### config.mk
export PLATFORM = sky130hd
export DESIGN_NAME = iir_filter_with_output_clamp_unit
export DESIGN_NICKNAME = d
export VERILOG_FILES = /design/src/rtl/core/iirc_pkg.sv /design/src/rtl/core/iir_filter_with_output_clamp_unit.sv /design/src/rtl/core/iirc_regs.sv /design/src/rtl/core/iirc_ctrl.sv /design/src/rtl/core/iirc_dp.sv
export SDC_FILE = /design/constraint.sdc
export NUM_CORES = 2
export LEC_CHECK = 0
export BUFFER_PORTS_ARGS = -buffer_cell sky130_fd_sc_hd__buf_2
export CORE_MARGIN = 5
export CORE_UTILIZATION = 35
export DETAILED_ROUTE_END_ITERATION = 7
export GPL_TIMING_DRIVEN = 0
export PLACE_DENSITY = 0.47
export SYNTH_ARGS = -nofsm -noshare
export SYNTH_HDL_FRONTEND = slang
export SYNTH_SLANG_ARGS = --single-unit
### constraint.sdc
create_clock -name clk_i -period 12.35 [get_ports clk_i]
set_input_delay 0.6175 -clock clk_i [delete_from_list [all_inputs] [get_ports clk_i]]
set_output_delay 0.6175 -clock clk_i [all_outputs]
set_load 0.01 [all_outputs]
### src/rtl/core/iirc_pkg.sv
// shared constants and types for the clamped iir filter
package iirc_pkg;

  localparam int unsigned Order    = 2;
  localparam int unsigned NumTaps  = Order + 1;
  localparam int unsigned DenTaps  = Order;
  localparam int unsigned NumTerms = NumTaps + DenTaps;
  localparam int unsigned TermW    = $clog2(NumTerms + 1);

  localparam int unsigned DataW = 32;
  localparam int unsigned ProdW = 2 * DataW;
  localparam int unsigned AccW  = ProdW + 3;
  localparam int unsigned FracW = 28;
  localparam int unsigned YW    = AccW - FracW;

  localparam int unsigned IdxW  = 3;
  localparam int unsigned AddrW = IdxW + 2;

  localparam logic [IdxW-1:0] RegCoefB0    = 3'd0;
  localparam logic [IdxW-1:0] RegCoefB1    = 3'd1;
  localparam logic [IdxW-1:0] RegCoefB2    = 3'd2;
  localparam logic [IdxW-1:0] RegCoefA1    = 3'd3;
  localparam logic [IdxW-1:0] RegCoefA2    = 3'd4;
  localparam logic [IdxW-1:0] RegLimitLow  = 3'd5;
  localparam logic [IdxW-1:0] RegLimitHigh = 3'd6;

  typedef logic signed [DataW-1:0] word_t;

  typedef struct packed {
    word_t [2:0] coef_b;
    word_t [1:0] coef_a;
    word_t       limit_low;
    word_t       limit_high;
  } cfg_t;

  typedef struct packed {
    logic             start;
    logic             mul_en;
    logic             acc_en;
    logic [TermW-1:0] term;
    logic             finish;
  } cmd_t;

  typedef enum logic [2:0] {
    StIdle = 3'b001,
    StMac  = 3'b010,
    StDone = 3'b100
  } state_e;

endpackage

### src/rtl/core/iir_filter_with_output_clamp_unit.sv
// top level of the direct form one iir filter with output clamp
//
// sample_in_i enters on the in_valid_i / in_ready_o handshake, one signed
// q16.16 sample per item. each item yields one result on out_valid_o /
// out_ready_i: filtered_out_o (q16.16) and clamped_o.
// coefficients (q4.28) and limits are written over the apb port, one
// register every 4 bytes. the user must write them only while the filter
// is idle; the block itself does not enforce this. taking an item loads
// the histories, the five products then go through one shared 32x32
// multiplier and the accumulator, and a last step rounds, clamps and
// loads the output register. in_ready_o is high only while no item is
// being worked on, so one item is in flight at a time.
// the result register lets the next item be taken while a result waits;
// a stalled receiver holds the finished item back and input stops.
// reset clears the histories, sets b0 to 1.0, the other taps to zero and
// the limits to full range, and leaves no result pending.
module iir_filter_with_output_clamp_unit (
  input  logic                       clk_i,
  input  logic                       rst_ni,
  input  logic                       psel,
  input  logic                       penable,
  input  logic                       pwrite,
  input  logic [iirc_pkg::AddrW-1:0] paddr,
  input  logic [31:0]                pwdata,
  output logic [31:0]                prdata,
  output logic                       pready,
  input  logic signed [31:0]         sample_in_i,
  input  logic                       in_valid_i,
  output logic                       in_ready_o,
  output logic signed [31:0]         filtered_out_o,
  output logic                       clamped_o,
  output logic                       out_valid_o,
  input  logic                       out_ready_i
);
  import iirc_pkg::*;

  cfg_t cfg;
  cmd_t cmd;

  iirc_regs u_regs (
    .clk_i   (clk_i),
    .rst_ni  (rst_ni),
    .psel    (psel),
    .penable (penable),
    .pwrite  (pwrite),
    .paddr   (paddr),
    .pwdata  (pwdata),
    .prdata  (prdata),
    .pready  (pready),
    .cfg_o   (cfg)
  );

  iirc_ctrl u_ctrl (
    .clk_i       (clk_i),
    .rst_ni      (rst_ni),
    .in_valid_i  (in_valid_i),
    .in_ready_o  (in_ready_o),
    .out_valid_o (out_valid_o),
    .out_ready_i (out_ready_i),
    .cmd_o       (cmd)
  );

  iirc_dp u_dp (
    .clk_i          (clk_i),
    .rst_ni         (rst_ni),
    .cfg_i          (cfg),
    .cmd_i          (cmd),
    .sample_in_i    (sample_in_i),
    .filtered_out_o (filtered_out_o),
    .clamped_o      (clamped_o)
  );

endmodule

### src/rtl/core/iirc_regs.sv
// apb configuration registers for the clamped iir filter
module iirc_regs (
  input  logic                      clk_i,
  input  logic                      rst_ni,
  input  logic                      psel,
  input  logic                      penable,
  input  logic                      pwrite,
  input  logic [iirc_pkg::AddrW-1:0] paddr,
  input  logic [31:0]               pwdata,
  output logic [31:0]               prdata,
  output logic                      pready,
  output iirc_pkg::cfg_t            cfg_o
);
  import iirc_pkg::*;

  cfg_t            cfg_q;
  logic [IdxW-1:0] idx;

  assign idx    = paddr[AddrW-1:2];
  assign pready = 1'b1;
  assign cfg_o  = cfg_q;

  always_ff @(posedge clk_i or negedge rst_ni) begin
    if (!rst_ni) begin
      cfg_q.coef_b[0]  <= word_t'(32'h1000_0000);
      cfg_q.coef_b[1]  <= '0;
      cfg_q.coef_b[2]  <= '0;
      cfg_q.coef_a[0]  <= '0;
      cfg_q.coef_a[1]  <= '0;
      cfg_q.limit_low  <= word_t'(32'h8000_0000);
      cfg_q.limit_high <= word_t'(32'h7fff_ffff);
    end else if (psel && penable && pwrite) begin
      case (idx)
        RegCoefB0:    cfg_q.coef_b[0]  <= pwdata;
        RegCoefB1:    cfg_q.coef_b[1]  <= pwdata;
        RegCoefB2:    cfg_q.coef_b[2]  <= pwdata;
        RegCoefA1:    cfg_q.coef_a[0]  <= pwdata;
        RegCoefA2:    cfg_q.coef_a[1]  <= pwdata;
        RegLimitLow:  cfg_q.limit_low  <= pwdata;
        RegLimitHigh: cfg_q.limit_high <= pwdata;
        default: ;
      endcase
    end
  end

  always_comb begin
    case (idx)
      RegCoefB0:    prdata = cfg_q.coef_b[0];
      RegCoefB1:    prdata = cfg_q.coef_b[1];
      RegCoefB2:    prdata = cfg_q.coef_b[2];
      RegCoefA1:    prdata = cfg_q.coef_a[0];
      RegCoefA2:    prdata = cfg_q.coef_a[1];
      RegLimitLow:  prdata = cfg_q.limit_low;
      RegLimitHigh: prdata = cfg_q.limit_high;
      default:      prdata = '0;
    endcase
  end

endmodule

### src/rtl/core/iirc_ctrl.sv
// sequencing state machine for the clamped iir filter
module iirc_ctrl (
  input  logic           clk_i,
  input  logic           rst_ni,
  input  logic           in_valid_i,
  output logic           in_ready_o,
  output logic           out_valid_o,
  input  logic           out_ready_i,
  output iirc_pkg::cmd_t cmd_o
);
  import iirc_pkg::*;

  state_e           state_q, state_d;
  logic [TermW-1:0] term_q, term_d;
  logic             out_valid_q, out_valid_d;

  assign in_ready_o  = (state_q == StIdle);
  assign out_valid_o = out_valid_q;

  always_comb begin
    state_d       = state_q;
    term_d        = term_q;
    cmd_o         = '0;
    cmd_o.term    = term_q;
    case (state_q)
      StIdle: begin
        if (in_valid_i) begin
          cmd_o.start = 1'b1;
          term_d      = '0;
          state_d     = StMac;
        end
      end
      StMac: begin
        cmd_o.mul_en = (term_q < TermW'(NumTerms));
        cmd_o.acc_en = (term_q != '0);
        term_d       = term_q + TermW'(1);
        if (term_q == TermW'(NumTerms)) begin
          state_d = StDone;
        end
      end
      StDone: begin
        if (!out_valid_q || out_ready_i) begin
          cmd_o.finish = 1'b1;
          state_d      = StIdle;
        end
      end
      default: state_d = StIdle;
    endcase
  end

  always_comb begin
    out_valid_d = out_valid_q;
    if (cmd_o.finish) begin
      out_valid_d = 1'b1;
    end else if (out_ready_i) begin
      out_valid_d = 1'b0;
    end
  end

  always_ff @(posedge clk_i or negedge rst_ni) begin
    if (!rst_ni) begin
      state_q     <= StIdle;
      term_q      <= '0;
      out_valid_q <= 1'b0;
    end else begin
      state_q     <= state_d;
      term_q      <= term_d;
      out_valid_q <= out_valid_d;
    end
  end

endmodule

### src/rtl/core/iirc_dp.sv
// history registers, shared multiplier, accumulator and clamp
module iirc_dp (
  input  logic                  clk_i,
  input  logic                  rst_ni,
  input  iirc_pkg::cfg_t        cfg_i,
  input  iirc_pkg::cmd_t        cmd_i,
  input  logic signed [31:0]    sample_in_i,
  output logic signed [31:0]    filtered_out_o,
  output logic                  clamped_o
);
  import iirc_pkg::*;

  word_t                   x_hist_q [NumTaps];
  word_t                   y_hist_q [DenTaps];
  word_t                   last_q;
  logic signed [ProdW-1:0] prod_q;
  logic                    neg_q;
  logic signed [AccW-1:0]  acc_q;
  logic signed [AccW-1:0]  prod_ext;
  word_t                   op_c, op_x;
  logic                    op_neg;
  logic signed [YW-1:0]    y_wide;
  word_t                   y_sat, y_fin;
  logic                    cut;
  word_t                   out_q;
  logic                    clamped_q;

  localparam logic signed [YW-1:0] WordMax = YW'($signed(32'h7fff_ffff));
  localparam logic signed [YW-1:0] WordMin = YW'($signed(32'h8000_0000));

  always_comb begin
    op_c   = '0;
    op_x   = '0;
    op_neg = 1'b0;
    for (int i = 0; i < NumTaps; i++) begin
      if (cmd_i.term == TermW'(i)) begin
        op_c = cfg_i.coef_b[i];
        op_x = x_hist_q[i];
      end
    end
    for (int i = 0; i < DenTaps; i++) begin
      if (cmd_i.term == TermW'(NumTaps + i)) begin
        op_c   = cfg_i.coef_a[i];
        op_x   = y_hist_q[i];
        op_neg = 1'b1;
      end
    end
  end

  assign prod_ext = AccW'(prod_q);

  always_ff @(posedge clk_i) begin
    if (cmd_i.start) begin
      acc_q <= AccW'(1) << (FracW - 1);
    end else if (cmd_i.acc_en) begin
      acc_q <= neg_q ? acc_q - prod_ext : acc_q + prod_ext;
    end
    if (cmd_i.mul_en) begin
      prod_q <= ProdW'(op_c) * ProdW'(op_x);
      neg_q  <= op_neg;
    end
  end

  always_comb begin
    y_wide = acc_q[AccW-1:FracW];
    cut    = 1'b0;
    if (y_wide > WordMax) begin
      y_sat = word_t'(32'h7fff_ffff);
      cut   = 1'b1;
    end else if (y_wide < WordMin) begin
      y_sat = word_t'(32'h8000_0000);
      cut   = 1'b1;
    end else begin
      y_sat = y_wide[DataW-1:0];
    end
    y_fin = y_sat;
    if (y_fin > cfg_i.limit_high) begin
      y_fin = cfg_i.limit_high;
      cut   = 1'b1;
    end
    if (y_fin < cfg_i.limit_low) begin
      y_fin = cfg_i.limit_low;
      cut   = 1'b1;
    end
  end

  always_ff @(posedge clk_i or negedge rst_ni) begin
    if (!rst_ni) begin
      for (int i = 0; i < NumTaps; i++) begin
        x_hist_q[i] <= '0;
      end
      for (int i = 0; i < DenTaps; i++) begin
        y_hist_q[i] <= '0;
      end
      last_q <= '0;
    end else begin
      if (cmd_i.start) begin
        for (int i = NumTaps - 1; i > 0; i--) begin
          x_hist_q[i] <= x_hist_q[i-1];
        end
        x_hist_q[0] <= sample_in_i;
        for (int i = DenTaps - 1; i > 0; i--) begin
          y_hist_q[i] <= y_hist_q[i-1];
        end
        y_hist_q[0] <= last_q;
      end
      if (cmd_i.finish) begin
        last_q <= y_fin;
      end
    end
  end

  always_ff @(posedge clk_i) begin
    if (cmd_i.finish) begin
      out_q     <= y_fin;
      clamped_q <= cut;
    end
  end

  assign filtered_out_o = out_q;
  assign clamped_o      = clamped_q;

endmodule

==> results.cfg <==
[timing]
final_max_slew_viol_count = 11
setup_tns_ns = 0
tightest_slew_ns = 1.58
maxSlewHeadroom_pct = -5.31
fin_crit_ns = 12.20
rsz0062_at_grt = yes
timing.final.ws_setup_ns = 0.149
hold_viol = 0
max_freq_mhz = 82.0
finalCritPeriodShare_pct = 98.8
skew_ns = 0.0471
finalSetupViolations = 0

[synth]
synthMuxAreaShare_pct = 5.63
synth_compound_area_share_pct = 9.79
syn-mean-instance-area_um2 = 9.10
synth_cells = 7513
synth_top_family_by_area = adder cells
ys_ff_latch = 588
ys_warn_count = 0
synth_sequential_area_ratio_pct = 21.8
synthesis.nets = 8991
syn_area_um2 = 68300
yosys.area_share.adder_pct = 37.6
synth_edf_count = 98
synth-xor-area-share_pct = 2.42
async_flop_share_pct = 71.9
synthFlopType = dfrtp_1
yosys.area_share.simple_pct = 14.3
synth.distinct_cells = 81

[min_path]
hp-class = primary input to flip-flop
holdPathStages = 3

[worst_setup_path]
crit_type = flip-flop to flip-flop
arrival_ns = 12.65
crit_end = u_dp.prod_q[62]$_DFFE_PP_
slowest_stage = clkbuf_1
crit_path_end_kind = flip-flop
rr_worst_depth = 35
slowest_delay_ns = 0.95
worstPathRequired_ns = 12.80
startpoint = u_ctrl.term_q[1]$_DFFE_PN0P_
cp-start-kind = flip-flop
rrSetupSlack_ns = 0.15
r2r_end = u_dp.prod_q[62]$_DFFE_PP_
reg2reg_from = u_ctrl.term_q[1]$_DFFE_PN0P_
cpMostUsedCell = fa_1
critPathMaxFanout = 10

[layout]
drive_gt1_share_pct = 8.44
nFillCells = 19957
fin_area_um2 = 75400
nNetsFinal = 9218
instances_no_fill = 10346
syn2layout_area_growth_pct = 10.3

[run_status]
status = finished, violations left
violations = capacitance limit, slew limit

[floorplanning]
start_util_pct = 35.1
core_um2 = 195000
io_pins = 144
die_w_um = 452
die_area_um2 = 204000
die_h_um = 452
rows = 162

[place]
place_congestion = 1.02
io_buffers = 137
dpl-instance-area_um2 = 72700
hpwl_um = 254000
dp.cells = 10218
pre_cts_ws_ns = -1.04

[global_routing]
grt_pass1_wl_um = 435000
grt_max_degree = 110
track_usage_pct = 29.9
gr-total-overflow = 0
antenna_found_initial = 23
grt_pass1_vias = 57825

[clock_tree]
clock-root-buffer = clkbuf_16
cts_max_level = 3
path_clk_slew_ns = 0.07
insertion_delay_ns = 0.69
clock_path_buffers = 3
cts_sinks = 588
tritoncts = built
numCtsBuffers = 67

[route]
dr.pass1.iters = 6
wl_per_cell_um = 29.8
routed-via-count = 57039
vias_per_cell = 5.51
drt_iter0_markers = 5383
drc = 0
wl_um = 308000
antenna_left = 0

[flow_run]
cap_viol_max_count = 1
[state kept, by name, summed over array words and instances, names as in the netlist]
| name | flops |
|---|---|
| u_dp.acc_q | 67 |
| u_dp.neg_q | 1 |
| u_ctrl.term_q | 3 |
| u_dp.last_q | 32 |
| u_dp.clamped_o | 1 |
| u_dp.y_hist_q | 64 |
| u_regs.cfg_o | 224 |
| u_dp.x_hist_q | 96 |
| u_dp.filtered_out_o | 32 |
| u_ctrl.state_q | 3 |
| u_dp.prod_q | 64 |
| u_ctrl.out_valid_o | 1 |
[how the worst min path moves through the flow]
| stage | startpoint | endpoint | slack (ns) |
|---|---|---|---|
| finish | sample_in_i[27] | u_dp.x_hist_q[91]$_DFFE_PN0P_ | 0.13 |
| global route | sample_in_i[8] | u_dp.x_hist_q[72]$_DFFE_PN0P_ | 0.13 |
| CTS | sample_in_i[27] | u_dp.x_hist_q[91]$_DFFE_PN0P_ | 0.09 |
| detailed placement | u_dp.acc_q[21]$_SDFFE_PP0P_ | u_dp.acc_q[21]$_SDFFE_PP0P_ | 0.45 |
| global placement | u_dp.acc_q[13]$_SDFFE_PP0P_ | u_dp.acc_q[13]$_SDFFE_PP0P_ | 0.44 |
| floorplan | rst_ni | u_ctrl.out_valid_o$_DFFE_PN0P_ | 0.32 |
[area by class of cell]
class	count	area (um^2)	area share, %
clock inverters	34	546	0.723
flip-flops and latches	588	14900	19.8
plain buffers	400	1630	2.16
multi-input cells	5394	47900	63.5
clock buffers	88	1920	2.55
inverters	1125	4220	5.60
diodes	11	27.5	0.0365
well taps	2542	3180	4.22
repair buffers	164	1110	1.48
[what timing repair did]
action	CTS	global route
hold buffers	1	0
setup buffers	0	0
resized for setup	19	106
endpoints found under the hold margin	59	0
setup endpoints to repair	20	14
[metrics by stage]
stage                     utilization (%)  hold slack, ns
after global routing                 38.7           0.126
final                                38.7           0.128
after global placement               37.1           0.444
after detailed placement             37.4           0.451
after floorplan                         -           0.322
after CTS                            38.7          0.0867
[layout by cell type (no fill, tap or decap), drive strengths merged, types with 27 or more instances in the layout]
| cell | Yosys | layout |
|---|---|---|
| a31oi | 27 | 27 |
| dfxtp | 67 | 67 |
| and2 | 38 | 38 |
| nand3 | 48 | 48 |
| nand4 | 34 | 34 |
| edfxtp | 98 | 98 |
| nor3 | 108 | 108 |
| ha | 319 | 319 |
| o21ai | 270 | 270 |
| a21o | 125 | 125 |
| fa | 1083 | 1083 |
| nand2 | 1327 | 1327 |
| o21a | 71 | 71 |
| dfstp | 34 | 34 |
| a221oi | 73 | 73 |
| buf | 36 | 196 |
| a21oi | 346 | 346 |
| xor2 | 42 | 42 |
| xnor2 | 147 | 147 |
| inv | 1123 | 1128 |
| o21bai | 33 | 33 |
| nor2 | 729 | 729 |
| mux2i | 47 | 47 |
| clkbuf | 370 | 448 |
| mux2 | 264 | 264 |
| dfrtp | 389 | 389 |
[worst max-delay path, delay by kind of cell (launching register included)]
kind / cells / cell delay [ns]
DFF: 1 / 0.38
xor gates and xnor gates: 1 / 0.24
adders and majority gates: 10 / 4.66
buffers and inverters: 9 / 2.82
AOI/OAI and AO/OA: 11 / 3.33
and+or+nand+nor: 4 / 0.50
[layer usage]
metal  track usage [%]  up-vias  part of all wire (%)
li1                  -    24224                     -
met1              39.0    29338                    40
met2              45.4     2726                    44
met3              6.23      739                   8.5
met4              18.7       12                   7.6
met5                 0        -                 0.029
[cell usage after synthesis (7+ instances only)]
| cell | count | area share, % |
|---|---|---|
| dfstp_2 | 34 | 1.3 |
| dfxtp_1 | 67 | 2.0 |
| mux2i_1 | 47 | 0.69 |
| nand4_1 | 33 | 0.30 |
| a211oi_1 | 21 | 0.23 |
| nor2_1 | 729 | 4.0 |
| a22oi_1 | 26 | 0.29 |
| mux2_2 | 182 | 3.0 |
| o21a_1 | 71 | 0.78 |
| xor2_1 | 42 | 0.54 |
| nor4_1 | 21 | 0.19 |
| o21ai_1 | 88 | 0.64 |
| nor2b_1 | 16 | 0.15 |
| ha_1 | 319 | 5.8 |
| edfxtp_1 | 98 | 4.3 |
| mux2_4 | 59 | 1.3 |
| o211ai_1 | 13 | 0.14 |
| mux4_2 | 8 | 0.26 |
| or3_1 | 8 | 0.073 |
| o21bai_1 | 33 | 0.36 |
| a221o_1 | 7 | 0.10 |
| a221oi_1 | 73 | 0.94 |
| nand3_1 | 48 | 0.35 |
| inv_1 | 1122 | 6.2 |
| nor3_1 | 108 | 0.79 |
| buf_1 | 30 | 0.16 |
| nand2_1 | 1327 | 7.3 |
| fa_1 | 1083 | 32 |
| a31oi_1 | 27 | 0.25 |
| o221ai_1 | 9 | 0.12 |
| o22ai_1 | 7 | 0.064 |
| and4_1 | 7 | 0.090 |
| a21o_1 | 125 | 1.4 |
| dfrtp_1 | 389 | 14 |
| o21ai_0 | 182 | 1.3 |
| xnor2_1 | 147 | 1.9 |
| and3_1 | 24 | 0.22 |
| nand2b_1 | 18 | 0.16 |
| and2_1 | 37 | 0.34 |
| mux2_1 | 23 | 0.38 |
| a21oi_1 | 346 | 2.5 |
| clkbuf_1 | 370 | 2.0 |
[logic make-up after synthesis]
logic type	count (synthesis)
mux	319
flops	588
other cells	1
xor+xnor	189
simple gates	2405
fa+ha+maj	1402
buf+inv	1531
compound gates	1078
Power is left out: the tool's default activity adds up to more than one toggle a clock period on the data nets, which glitch-free logic cannot reach.
